**config.mk**
```make
export PLATFORM = sky130hd
export DESIGN_NAME = link_ownership_token_arbiter
export DESIGN_NICKNAME = d
export VERILOG_FILES = /design/src/rtl/lota_pkg.sv /design/src/rtl/lota_core.sv /design/src/rtl/link_ownership_token_arbiter.sv
export SDC_FILE = /design/constraint.sdc
export NUM_CORES = 1
export LEC_CHECK = 0
export BUFFER_PORTS_ARGS = -buffer_cell sky130_fd_sc_hd__buf_2
export CAP_MARGIN = 20
export CORE_MARGIN = 10
export CORE_UTILIZATION = 61
export CTS_CLUSTER_DIAMETER = 40
export DETAILED_ROUTE_END_ITERATION = 7
export MAX_ROUTING_LAYER = met4
export PLACE_DENSITY = 0.82
export REMOVE_ABC_BUFFERS = 1
export SETUP_SLACK_MARGIN = 0.1
export SKIP_LAST_GASP = 1
export SLEW_MARGIN = 20
export SYNTH_ARGS = -nofsm -noshare
export SYNTH_HDL_FRONTEND = slang
export SYNTH_HIERARCHICAL = 1
export SYNTH_SLANG_ARGS = --single-unit
```
**constraint.sdc**
```tcl
create_clock -name clk -period 14.6 [get_ports clk]
set_clock_uncertainty 0.15 [all_clocks]
set_input_delay 0.73 -clock clk [delete_from_list [all_inputs] [get_ports clk]]
set_output_delay 0.73 -clock clk [all_outputs]
set_load 0.005 [all_outputs]
```
**src/rtl/lota_pkg.sv**
```systemverilog
`default_nettype none
package lota_pkg;

  localparam logic [2:0] ACT_TICK     = 3'd0;
  localparam logic [2:0] ACT_EPOCH    = 3'd1;
  localparam logic [2:0] ACT_CLAIM    = 3'd2;
  localparam logic [2:0] ACT_RELEASE  = 3'd3;
  localparam logic [2:0] ACT_TERMINAL = 3'd4;
  localparam logic [2:0] ACT_STAMP    = 3'd5;
  localparam logic [2:0] ACT_QUERY    = 3'd6;

  localparam logic [1:0] KIND_NONE     = 2'd0;
  localparam logic [1:0] KIND_BLE      = 2'd1;
  localparam logic [1:0] KIND_LAN      = 2'd2;
  localparam logic [1:0] KIND_TERMINAL = 2'd3;

  typedef struct packed {
    logic [2:0]  action;
    logic [1:0]  who;
    logic [15:0] epoch;
  } in_item_t;

  typedef struct packed {
    logic        ok;
    logic [15:0] given_epoch;
    logic [1:0]  prev_who;
    logic [15:0] prev_epoch;
    logic [1:0]  owner_who;
    logic [15:0] owner_epoch;
    logic        is_owner;
    logic [31:0] idle_ms;
  } out_item_t;

  function automatic logic is_transport(input logic [1:0] k);
    return (k == KIND_BLE) || (k == KIND_LAN);
  endfunction

endpackage
`default_nettype wire

```
**src/rtl/lota_core.sv**
```systemverilog
`default_nettype none
module lota_core (
  input  wire logic               clk,
  input  wire logic               rst_n,
  input  wire logic               step,
  input  wire lota_pkg::in_item_t item,
  output lota_pkg::out_item_t     result
);

  logic [1:0]  owner_kind_r,  owner_kind_nxt;
  logic [15:0] owner_sess_r,  owner_sess_nxt;
  logic [15:0] epoch_src_r,   epoch_src_nxt;
  logic [31:0] now_r,         now_nxt;
  logic [31:0] base_r,        base_nxt;
  logic [15:0] epoch_inc;

  assign epoch_inc = epoch_src_r + 16'd1;

  always_comb begin
    owner_kind_nxt = owner_kind_r;
    owner_sess_nxt = owner_sess_r;
    epoch_src_nxt  = epoch_src_r;
    now_nxt        = now_r;
    base_nxt       = base_r;
    result         = '0;
    case (item.action)
      lota_pkg::ACT_TICK: begin
        now_nxt = now_r + 32'd1;
      end
      lota_pkg::ACT_EPOCH: begin
        // zero is never handed out
        epoch_src_nxt      = (epoch_inc == 16'd0) ? 16'd1 : epoch_inc;
        result.given_epoch = epoch_src_nxt;
      end
      lota_pkg::ACT_CLAIM: begin
        if (lota_pkg::is_transport(item.who) && owner_kind_r == lota_pkg::KIND_NONE &&
            owner_sess_r == 16'd0) begin
          owner_kind_nxt = item.who;
          owner_sess_nxt = item.epoch;
          base_nxt       = now_r;
          result.ok      = 1'b1;
        end
      end
      lota_pkg::ACT_RELEASE: begin
        if (lota_pkg::is_transport(item.who) && owner_kind_r == item.who &&
            owner_sess_r == item.epoch) begin
          owner_kind_nxt = lota_pkg::KIND_NONE;
          owner_sess_nxt = 16'd0;
        end
      end
      lota_pkg::ACT_TERMINAL: begin
        result.prev_who   = owner_kind_r;
        result.prev_epoch = owner_sess_r;
        owner_kind_nxt    = lota_pkg::KIND_TERMINAL;
        owner_sess_nxt    = 16'd0;
      end
      lota_pkg::ACT_STAMP: begin
        base_nxt = now_r;
      end
      default: begin
      end
    endcase
    result.owner_who   = owner_kind_nxt;
    result.owner_epoch = owner_sess_nxt;
    result.is_owner    = (item.who != lota_pkg::KIND_NONE) && (item.who == owner_kind_nxt) &&
                         (item.epoch == owner_sess_nxt);
    result.idle_ms     = lota_pkg::is_transport(owner_kind_nxt) ? (now_nxt - base_nxt) : 32'd0;
  end

  always_ff @(posedge clk) begin
    if (!rst_n) begin
      owner_kind_r <= lota_pkg::KIND_NONE;
      owner_sess_r <= 16'd0;
      epoch_src_r  <= 16'd0;
      now_r        <= 32'd0;
      base_r       <= 32'd0;
    end else if (step) begin
      owner_kind_r <= owner_kind_nxt;
      owner_sess_r <= owner_sess_nxt;
      epoch_src_r  <= epoch_src_nxt;
      now_r        <= now_nxt;
      base_r       <= base_nxt;
    end
  end

  a_unowned_clear: assert property (@(posedge clk) disable iff (!rst_n)
    owner_kind_r == lota_pkg::KIND_NONE |-> owner_sess_r == 16'd0)
    else $error("unowned slot holds an epoch");

  a_epoch_nonzero: assert property (@(posedge clk) disable iff (!rst_n)
    step && item.action == lota_pkg::ACT_EPOCH |=> epoch_src_r != 16'd0)
    else $error("epoch allocator produced zero");

  a_tick_advance: assert property (@(posedge clk) disable iff (!rst_n)
    step && item.action == lota_pkg::ACT_TICK |=> now_r == $past(now_r) + 32'd1)
    else $error("tick did not advance time");

  a_idle_gated: assert property (@(posedge clk) disable iff (!rst_n)
    !lota_pkg::is_transport(result.owner_who) |-> result.idle_ms == 32'd0)
    else $error("idle count without a transport owner");

endmodule
`default_nettype wire

```
**src/rtl/link_ownership_token_arbiter.sv**
```systemverilog
`default_nettype none
// link ownership token arbiter
// input channel: in_valid / in_stall / in_data, one action per transfer
// (tick, new epoch, claim, release, mark terminal, stamp activity, query)
// output channel: out_valid / out_stall / out_data, exactly one result per
// action, in order, carrying the owner after the action, the is-owner flag
// and the idle milliseconds since the last activity baseline
// path: a taken action goes into the input register, then through the update
// and into the result register, which drives the output channel
// throughput: one action per cycle while out_stall is low; the whole step is
// a single compare and update pass over owner slot, epoch and ms counters
// stall: out_stall holds the output register; an empty input register still
// takes one transfer, and in_stall rises in the same cycle once a held item
// meets a stalled result
// reset: synchronous active-low rst_n clears the slot to unowned and zeroes
// the epoch counter, the ms counter, the baseline and both valid flags
module link_ownership_token_arbiter (
  input  wire logic                clk,
  input  wire logic                rst_n,
  input  wire logic                in_valid,
  output logic                     in_stall,
  input  wire lota_pkg::in_item_t  in_data,
  output logic                     out_valid,
  input  wire logic                out_stall,
  output lota_pkg::out_item_t      out_data
);

  logic                 in_vld_r;
  lota_pkg::in_item_t   in_item_r;
  logic                 out_vld_r;
  lota_pkg::out_item_t  out_item_r;
  lota_pkg::out_item_t  result;
  logic                 advance;

  // a held item moves on when the output register is free or being emptied
  assign advance  = in_vld_r && (!out_vld_r || !out_stall);
  assign in_stall = in_vld_r && !advance;

  lota_core u_core (
    .clk    (clk),
    .rst_n  (rst_n),
    .step   (advance),
    .item   (in_item_r),
    .result (result)
  );

  always_ff @(posedge clk) begin
    if (!rst_n) begin
      in_vld_r  <= 1'b0;
      out_vld_r <= 1'b0;
    end else begin
      if (!in_stall) begin
        in_vld_r <= in_valid;
      end
      if (advance) begin
        out_vld_r <= 1'b1;
      end else if (!out_stall) begin
        out_vld_r <= 1'b0;
      end
    end
  end

  always_ff @(posedge clk) begin
    if (in_valid && !in_stall) begin
      in_item_r <= in_data;
    end
    if (advance) begin
      out_item_r <= result;
    end
  end

  assign out_valid = out_vld_r;
  assign out_data  = out_item_r;

  a_no_overwrite: assert property (@(posedge clk) disable iff (!rst_n)
    out_vld_r && out_stall |-> !advance)
    else $error("stalled result overwritten");

  a_hold_input: assert property (@(posedge clk) disable iff (!rst_n)
    in_stall |=> in_vld_r && $stable(in_item_r))
    else $error("held item lost while stalled");

  a_result_follows: assert property (@(posedge clk) disable iff (!rst_n)
    advance |=> out_vld_r)
    else $error("processed item did not reach the output");

endmodule
`default_nettype wire

```
Yosys cells after proc, flatten, opt, wreduce, memory -nomap -nowiden
Cells that the tools add are included.
- bits in registers: 207
- output and inout bits: 88
- word-level logic and storage cells: 70
- $add $sub $neg: 3
- eq/ne operators: 14
- multiplexer cells: 13
- reductions and logical operators: 22
- operator list (cell ; number):
    32-bit two-way mux ; 2
    32-bit case mux with 2 select lines ; 1
    16-bit two-way mux ; 3
    16-bit case mux with 3 select lines ; 1
    32-bit by 1-bit adder with 32-bit output, second input constant ; 1
    16-bit == test ; 2
    16-bit logical NOT ; 2
    32-bit subtractor ; 1
    16-bit by 1-bit adder with 16-bit output, second input constant ; 1
    1-bit logical AND ; 9
    3-bit by 2-bit == test with 1-bit output, second input constant ; 2
    3-bit == test, second input constant ; 2
    2-bit case mux with 3 select lines ; 1
    2-bit by 1-bit == test with 1-bit output, second input constant ; 2
    2-bit == test ; 2
    2-bit == test, second input constant ; 2
    1-bit logical NOT ; 4
    2-bit two-way mux ; 2
    3-bit by 1-bit == test with 1-bit output, second input constant ; 1
    3-bit logical NOT ; 1
    1-bit logical OR ; 3
    1-bit two-way mux ; 3
    2-bit logical NOT ; 1
    2-bit by 1-bit inequality test with 1-bit output, second input constant ; 1
    other kinds (2) ; 2

Logic depth before layout (Yosys ltp)
Gate-level depths: netlist (run 1).
- depth after elaboration: 9
- gate-level depth with buffers: 19

Hierarchy
The synthesis (run 1) kept the hierarchy.
- modules (own cells, without submodules) (module ; instances ; cells each ; area each (sq um)):
    lota_core ; 1 ; 1030 ; 7751.2
    link_ownership_token_arbiter ; 1 ; 115 ; 3296.9

Worst setup path before layout (run 1)
OpenSTA, ideal clock, no wires.
- kind: input-to-reg
- start: in out_stall
- end: reg u_core.epoch_src_r[10]
- arrival: 9.090 ns
- slack: 5.290 ns
- stages: 4
- path buffers: 0
- cells stage by stage: a21boi_0 nand3_1 or3_1 a21oi_1
- longest elaborated chain between the ends: 4
- RTL lines (item ; line ; text):
    start: declaration ; link_ownership_token_arbiter.sv:24 ; input wire logic out_stall,
    1-bit logical NOT ; - ;
    1-bit logical OR ; link_ownership_token_arbiter.sv:36 ; assign advance = in_vld_r && (!out_vld_r || !out_stall);
    1-bit logical AND ; link_ownership_token_arbiter.sv:36 ;
    2-bit AND reduction (no source line) ; - ;
    end signal: assignment ; lota_core.sv:80 ; epoch_src_r <= epoch_src_nxt;
    end: declaration ; lota_core.sv:12 ; logic [15:0] epoch_src_r, epoch_src_nxt;
Every way passes these cells.
A chain may end at the register's enable or synchronous reset.

Final worst setup path (run 1)
- start: reg in_item_r[16] (netlist name)
- end: reg out_item_r (netlist bit out_data[24]), data pin
- elaborated cells on any way between the ends: 17
- classes of those cells: add/sub: 1; eq/ne: 5; mux: 5; reduce/logical: 6
- RTL lines (item ; line ; text):
    start: declaration ; link_ownership_token_arbiter.sv:29 ; lota_pkg::in_item_t in_item_r;
    start signal: assignment ; link_ownership_token_arbiter.sv:65 ; in_item_r <= in_data;
    2-bit by 1-bit == test with 1-bit output / 2-bit == test (equally long branches) ; lota_pkg.sv:35 ; return (k == KIND_BLE) || (k == KIND_LAN);
    1-bit logical OR * ; lota_pkg.sv:35 ;
    1-bit logical AND * (2 in a row) ; lota_core.sv:36 ; if (lota_pkg::is_transport(item.who) && owner_kind_r == lota_pkg::KIND_NONE &&
    32-bit two-way mux * ; lota_core.sv:36 ;
    32-bit case mux with 2 select lines * ; lota_core.sv:26 ; case (item.action)
    net u_core.base_nxt[0] ; lota_core.sv:14 ; logic [31:0] base_r, base_nxt;
    32-bit subtractor * ; lota_core.sv:67 ; result.idle_ms = lota_pkg::is_transport(owner_kind_nxt) ? (now_nxt - base_nxt) : 32'd0;
    end signal: assignment ; link_ownership_token_arbiter.sv:68 ; out_item_r <= result;
    end: declaration ; link_ownership_token_arbiter.sv:31 ; lota_pkg::out_item_t out_item_r;
The timed path passes the listed nets; every way through them passes the cells marked *.

==> flow_summary.json, run 1 <==
{
  "insertion_delay_ns": 0.54,
  "ys_types": 75,
  "grt_use_total_pct": 21.5,
  "p_total_mw": 1.54,
  "syn_avg_cell_area_um2": 9.65,
  "worstPathRequired_ns": 14.72,
  "async_flop_share_pct": 0,
  "number_of_global_route_vias_before_repair": 8429,
  "total_i_o_pin_count": 113,
  "grt_start_max_net_pins": 103,
  "synth.yosys.warnings": 6,
  "placed_wire_length_estimate_mm": 17.2,
  "synthesized_cell_area_um2": 11000,
  "powerDensity_nw_per_um2": 121,
  "cp_top_family": "compound AO/OA/AOI/OAI gates",
  "post-route-cell-area_um2": 12700,
  "cp_num_buf_inv": 3,
  "drt-total-wl_mm": 26.0,
  "ys.flop_type": "edfxtp_1",
  "final.period_utilization_pct": 38.9,
  "drt-vias-per-instance": 5.92,
  "routedWlPerCell_um": 17.5,
  "largest_incremental_delay_on_the_critical_path_ns": 0.67,
  "p_leak_nw": 4.95,
  "synth-compound-area-share_pct": 13.9,
  "cts_inserted_buffers": 28,
  "synth_xor_xnor_area_share_pct": 8.89,
  "nFillCells": 1338,
  "worstPathMaxFanout": 34,
  "cts_root_buffer": "clkbuf_16",
  "layoutNonFillerInstCount": 1483,
  "worst_ep_arrival_time_ns": 5.80,
  "die_w_um": 155,
  "total_core_area_um2": 17900,
  "global_route.overflow_total": 0,
  "cts.reportedPaths.clkPinSlew_ns": 0.06,
  "global_route_wire_length_before_repair_mm": 42.2,
  "ys_seq_area_share_pct": 47.2,
  "place.gp.congestion": 0.929,
  "cp_slowest_cell": "a311oi_1",
  "synthToLayoutAreaGrowth_pct": 15.3,
  "timing.final.setup_violations": 0,
  "synth_adder_area_share_pct": 4.10,
  "tightestPinTransition_ns": 0.999,
  "synth.area.mux_share_pct": 3.10,
  "h-tree-depth": 1,
  "path_depth_of_the_worst_reg2reg_path": 19,
  "synth-simple-area-share_pct": 19.1,
  "detail_route.iter0.violations": 627,
  "fmax_mhz": 176,
  "antenna_found_initial": 0,
  "postSynthRegisterBits": 207,
  "synth_largest_area_cell": "edfxtp_1",
  "via_count": 8781,
  "min_path_cells": 1,
  "worst_reg2reg_endpoint": "out_data[24]",
  "final_layout_size_suffix_gt1_share_pct": 15.2,
  "path_cells": "inv_1 > ha_1 > and3b_1 > nand4_2 > o31ai_4 > buf_4 > mux2_2 > ha_1 > inv_1 > fa_1 > a211oi_1 > o21ai_0 > nand4_1 > a311oi_1 > a21oi_1 > o2bb2ai_1 > o21bai_1 > xnor2_1 > nor2_1",
  "design.final.nets": 1291,
  "cts_tree": "done",
  "drt_drc_violations_left": 0,
  "row_count": 49,
  "r2r-start": "in_item_r[16]",
  "cts_setup_buffers": 0,
  "synthCells": 1145,
  "synth_enable_flop_cells": 107,
  "critical_path.startpoint": "in_item_r[16]",
  "final-hold-violation-count": 0,
  "worst-setup-path-type": "flop to flop",
  "synthDominantCellAreaShare_pct": 29.1,
  "synthMostInstantiatedCell": "nor2_1",
  "path_depth": 19,
  "detailed_place.area_um2": 11700,
  "critical_path.endpoint_type": "flop",
  "cts.repair.resized": 0,
  "antenna_cells": 0,
  "final_max_slew_viol_count": 0,
  "io_buffer_count": 112,
  "drt_first_pass_iters": 7,
  "hp_class": "input port to flop",
  "initial_utilization_pct": 61.7,
  "timing.max_cap.violations": 0,
  "die_height_um": 155,
  "floorplan.die_area_um2": 23900,
  "synth_top_family_by_area": "simple AND/OR/NAND/NOR gates",
  "timing.slew.headroom_pct": 33.4,
  "cts_hold_buffers": 0,
  "post-route-min-period_ns": 5.68,
  "antenna_violating_nets_post_route": 0,
  "synth_top_cells_by_count": "nor2_1 (136), nand2_1 (112), edfxtp_1 (107), dfxtp_1 (100), a21oi_1 (67)",
  "yosys-top-cells-area": "edfxtp_1 (29%), dfxtp_1 (18%), xor2_1 (4.8%)",
  "clock-sinks": 207,
  "clockBufferDepth": 3,
  "grt_setup_unrepaired": "no",
  "run_status": "finished, final reports clean",
  "critical_path.endpoint": "out_data[24]",
  "critPathLaunchType": "flop",
  "regToRegSetupSlack_ns": 8.92,
  "dpl.cell_count": 1430,
  "ir_drop_mv": 0.104
}
-- cell families (layout without fill, tap and decap cells) --
logic type      after synthesis  count (layout)
simple gates                427             427
compound gates              232             232
flops                       207             207
xor+xnor                    110             110
buf+inv                      99             208
fa+ha+maj                    36              36
mux                          34              34
-- per-layer routing --
layer	share of wire [%]	GRT usage (%)	vias up
li1	-	-	4256
met1	44	27.5	4178
met2	48	34.2	312
met3	7.1	4.27	35
met4	1.6	5.80	0
met5	0	-	-
-- where the power goes --
part | switching, mW | internal (mW) | total (mW)
clock | 0.256 | 0.468 | 0.725
sequential | 0.0136 | 0.642 | 0.655
combinational | 0.0947 | 0.0608 | 0.156
-- state kept, by name (all words and copies together) (netlist names) --
| signal | cells |
|---|---|
| out_valid | 1 |
| in_vld_r | 1 |
| in_item_r | 21 |
| out_data | 86 |
| u_core/base_r | 32 |
| u_core/owner_kind_r | 2 |
| u_core/epoch_src_r | 16 |
| u_core/now_r | 32 |
| u_core/owner_sess_r | 16 |
-- per-stage QoR --
stage               hold slack (ns)  setup slack [ns]  utilization [%]  TNS, ns
floorplan                     0.299             -3.61                -  -108.64
global placement              0.310              9.20             65.3        0
detailed placement            0.318              9.07             65.3        0
CTS                           0.202              9.02             71.0        0
global route                  0.207              8.61             71.1        0
finish                        0.218              8.92             71.1        0
-- worst min-delay path by stage --
stage / slack, ns / startpoint / endpoint
floorplan: 0.30 / u_core/base_r[31] / u_core/base_r[31]
global placement: 0.31 / u_core/base_r[31] / u_core/base_r[31]
detailed placement: 0.32 / u_core/base_r[31] / u_core/base_r[31]
CTS: 0.20 / in_data[12] / in_item_r[12]
global route: 0.21 / in_data[6] / in_item_r[6]
finish: 0.22 / in_data[12] / in_item_r[12]
-- layout by cell type (no fill, tap or decap), drive strengths merged, types with 21 or more instances in the layout --
cell type	instances
a21oi	67
a21o	26
buf	121
nand3	34
xnor2	50
nand2	112
ha	33
clkbuf	37
inv	38
dfxtp	100
xor2	60
a211oi	41
mux2i	32
nor3	21
edfxtp	107
nor2	136
o21ai	40
and2	26
-- final cells by class --
| class | instances | area [µm²] | area share (%) |
|---|---|---|---|
| well taps | 229 | 287 | 2.25 |
| inverters | 35 | 131 | 1.03 |
| clock inverters | 15 | 218 | 1.71 |
| clock buffers | 37 | 787 | 6.18 |
| multi-input cells | 839 | 5450 | 42.8 |
| flip-flops and latches | 207 | 5220 | 41.0 |
| repair buffers | 121 | 652 | 5.12 |
No activity file was read; power rests on OpenSTA's default activity.
==> run 2, diff against run 1 <==
--- a/config.mk
+++ b/config.mk
@@ -8,11 +8,11 @@
 export BUFFER_PORTS_ARGS = -buffer_cell sky130_fd_sc_hd__buf_2
 export CAP_MARGIN = 20
 export CORE_MARGIN = 10
-export CORE_UTILIZATION = 61
+export CORE_UTILIZATION = 54
 export CTS_CLUSTER_DIAMETER = 40
 export DETAILED_ROUTE_END_ITERATION = 7
 export MAX_ROUTING_LAYER = met4
-export PLACE_DENSITY = 0.82
+export PLACE_DENSITY = 0.77
 export REMOVE_ABC_BUFFERS = 1
 export SETUP_SLACK_MARGIN = 0.1
 export SKIP_LAST_GASP = 1
==> constraint.sdc (replaced) <==
create_clock -name clk -period 4.8 [get_ports clk]
set_clock_uncertainty 0.15 [all_clocks]
set_input_delay 0.24 -clock clk [delete_from_list [all_inputs] [get_ports clk]]
set_output_delay 0.24 -clock clk [all_outputs]
set_load 0.005 [all_outputs]
==> run 2 against run 1 <==
  * Die area increased by 11%
  * Sequential share of layout area decreased by 1.8 points
  * First-iteration DRC count decreased by 8.9%
  * Fmax increased by 27%
  * Via count increased by 0.75%
  * Final cell count increased by 6.0%
  * Core utilization decreased by 5.0 points
  * Worst hold slack got worse by 0.0099 ns
  * Critical endpoint is now out_data[28]
  * Highest routed layer unchanged
==> flow_summary.json, run 2 (synthesis results as in run 1) <==
{
  "run_status": "finished, final reports clean",
  "fmax_mhz": 224,
  "comb_pwr_share_pct": 10.8,
  "cts_root_buffer": "clkbuf_16",
  "drt-total-wl_mm": 26.6,
  "total_i_o_pin_count": 113,
  "intPower_mw": 3.60,
  "h-tree-depth": 1,
  "cts_inserted_buffers": 31,
  "antenna_violating_nets_post_route": 0,
  "cts.reportedPaths.clkPinSlew_ns": 0.07,
  "timing.final.setup_violations": 0,
  "number_of_global_route_vias_before_repair": 8591,
  "netSwitchingFraction_pct": 25.1,
  "detail_route.iter0.violations": 571,
  "final_max_slew_viol_count": 0,
  "place.gp.congestion": 0.951,
  "die_w_um": 163,
  "drt-vias-per-instance": 5.63,
  "tightestPinTransition_ns": 0.773,
  "critical_path.endpoint_type": "flop",
  "p_leak_nw": 5.21,
  "die_height_um": 163,
  "r2r-start": "in_item_r[16]",
  "critPathLaunchType": "flop",
  "detailed_place.area_um2": 11900,
  "most_frequent_cells_in_the_layout": "nor2_1 (136), buf_2 (112), nand2_1 (112)",
  "timing.slew.headroom_pct": 48.5,
  "grt_setup_unrepaired": "no",
  "p_total_mw": 4.81,
  "dpl.cell_count": 1486,
  "placed_wire_length_estimate_mm": 17.5,
  "timing.max_cap.violations": 0,
  "antenna_found_initial": 0,
  "io_buffer_count": 112,
  "max_reg_flops": 86,
  "total_core_area_um2": 20200,
  "path_depth_of_the_worst_reg2reg_path": 19,
  "global_route.overflow_total": 0,
  "cts_tree": "done",
  "drt_drc_violations_left": 0,
  "synthToLayoutAreaGrowth_pct": 20.7,
  "final_layout_size_suffix_gt1_share_pct": 17.9,
  "regToRegSetupSlack_ns": 0.33,
  "grt_start_max_net_pins": 166,
  "clockBufferDepth": 3,
  "final.period_utilization_pct": 93.1,
  "path_cells": "inv_1 > ha_1 > and3b_1 > nand4_2 > o31ai_4 > buf_6 > buf_8 > mux2i_2 > ha_1 > a211oi_1 > o21ai_0 > o211ai_1 > a311oi_1 > buf_4 > a21oi_2 > a21oi_1 > a211oi_1 > xor2_1 > nor2_1",
  "hp_class": "input port to flop",
  "worstPathRequired_ns": 4.96,
  "worst_slack_on_hold_paths_ns": 0.208,
  "whs_endpoint": "in_item_r[1]",
  "mostFrequentLayoutCell": "nor2_1",
  "worst-setup-path-type": "flop to flop",
  "via_count": 8847,
  "grt_use_total_pct": 19.9,
  "clock-sinks": 207,
  "worst_reg2reg_endpoint": "out_data[28]",
  "routedWlPerCell_um": 16.9,
  "design.final.nets": 1336,
  "worst_ep_arrival_time_ns": 4.62,
  "row_count": 52,
  "post-route-cell-area_um2": 13300,
  "cp_slowest_cell": "o31ai_4",
  "layoutNonFillerInstCount": 1572,
  "clock_power_share_pct": 47.8,
  "seq_power_share_pct": 41.4,
  "ir_drop_mv": 0.272,
  "final-hold-violation-count": 0,
  "drt_first_pass_iters": 6,
  "antenna_cells": 0,
  "min-delay-start": "out_stall",
  "largest_incremental_delay_on_the_critical_path_ns": 0.37,
  "fin_setup_tns_ns": 0,
  "power_switching_mw": 1.20,
  "min_path_cells": 3,
  "initial_utilization_pct": 54.8,
  "worstPathMaxFanout": 12,
  "floorplan.die_area_um2": 26600,
  "post-route-min-period_ns": 4.47,
  "global_route_wire_length_before_repair_mm": 43.2,
  "insertion_delay_ns": 0.56,
  "powerDensity_nw_per_um2": 361,
  "nFillCells": 1562
}
run 2: timing repair:
| item | CTS | global route |
|---|---|---|
| setup endpoints to repair | 0 | 13 |
| setup buffers | 0 | 2 |
| gates resized for setup | 0 | 22 |
| hold buffers | 25 | 0 |
| hold endpoints to repair | 23 | 0 |
run 2: power groups by stage:
stage               clock (mW)  combinational [mW]  sequential (mW)
floorplan                    0               0.325             2.04
global placement             0               0.473             2.03
detailed placement           0               0.478             2.03
CTS                       2.32               0.499             1.99
global route              2.41               0.574             2.00
finish                    2.30               0.521             1.99
run 2: stage by stage:
step | setup slack [ns] | util (%)
after global routing | 0.0981 | 66.1
after detailed placement | 0.208 | 58.9
after CTS | 0.160 | 65.4
after floorplan | -13.00 | -
after global placement | 0.260 | 58.9
final | 0.331 | 66.1
run 2: how the worst max path moves through the flow:
| stage | startpoint | end | cells past startpoint |
|---|---|---|---|
| final | in_item_r[16] | out_data[28] | 19 |
| after global routing | in_item_r[17] | out_data[31] | 18 |
| after CTS | in_item_r[17] | out_data[31] | 17 |
| after detailed placement | in_item_r[16] | out_data[31] | 17 |
| after global placement | in_item_r[16] | out_data[31] | 17 |
| after floorplan | in_vld_r | u_core/epoch_src_r[7] | 6 |
run 2: routing by layer:
metal | vias to the layer above | wire length (µm) | GRT usage (%) | share of wire (%)
met5 | - | 0 | - | 0
met4 | 0 | 734 | 6.48 | 2.8
met3 | 62 | 1620 | 3.30 | 6.1
met2 | 271 | 12600 | 31.8 | 47
met1 | 4164 | 11700 | 25.4 | 44
li1 | 4350 | - | - | -
run 2: final cells by class:
cell class / instances / area [µm²] / share of cell area, %
multi-input combinational: 839 / 5540 / 41.5
tap: 270 / 338 / 2.53
inverter: 35 / 131 / 0.985
clock inverter: 22 / 267 / 2.00
clock buffer: 36 / 805 / 6.03
sequential: 207 / 5220 / 39.1
timing repair buffer: 163 / 1040 / 7.82
run 2: worst max-delay path: cells and delay by family (launching register included):
family / cells / cell delay [ns]
XOR/XNOR: 1 / 0.18
AO/OA/AOI/OAI: 8 / 1.65
multiplexers: 1 / 0.26
buffers and inverters: 4 / 0.62
AND/OR/NAND/NOR: 3 / 0.42
flip-flops: 1 / 0.34
adder cells (fa/ha/maj): 2 / 0.57
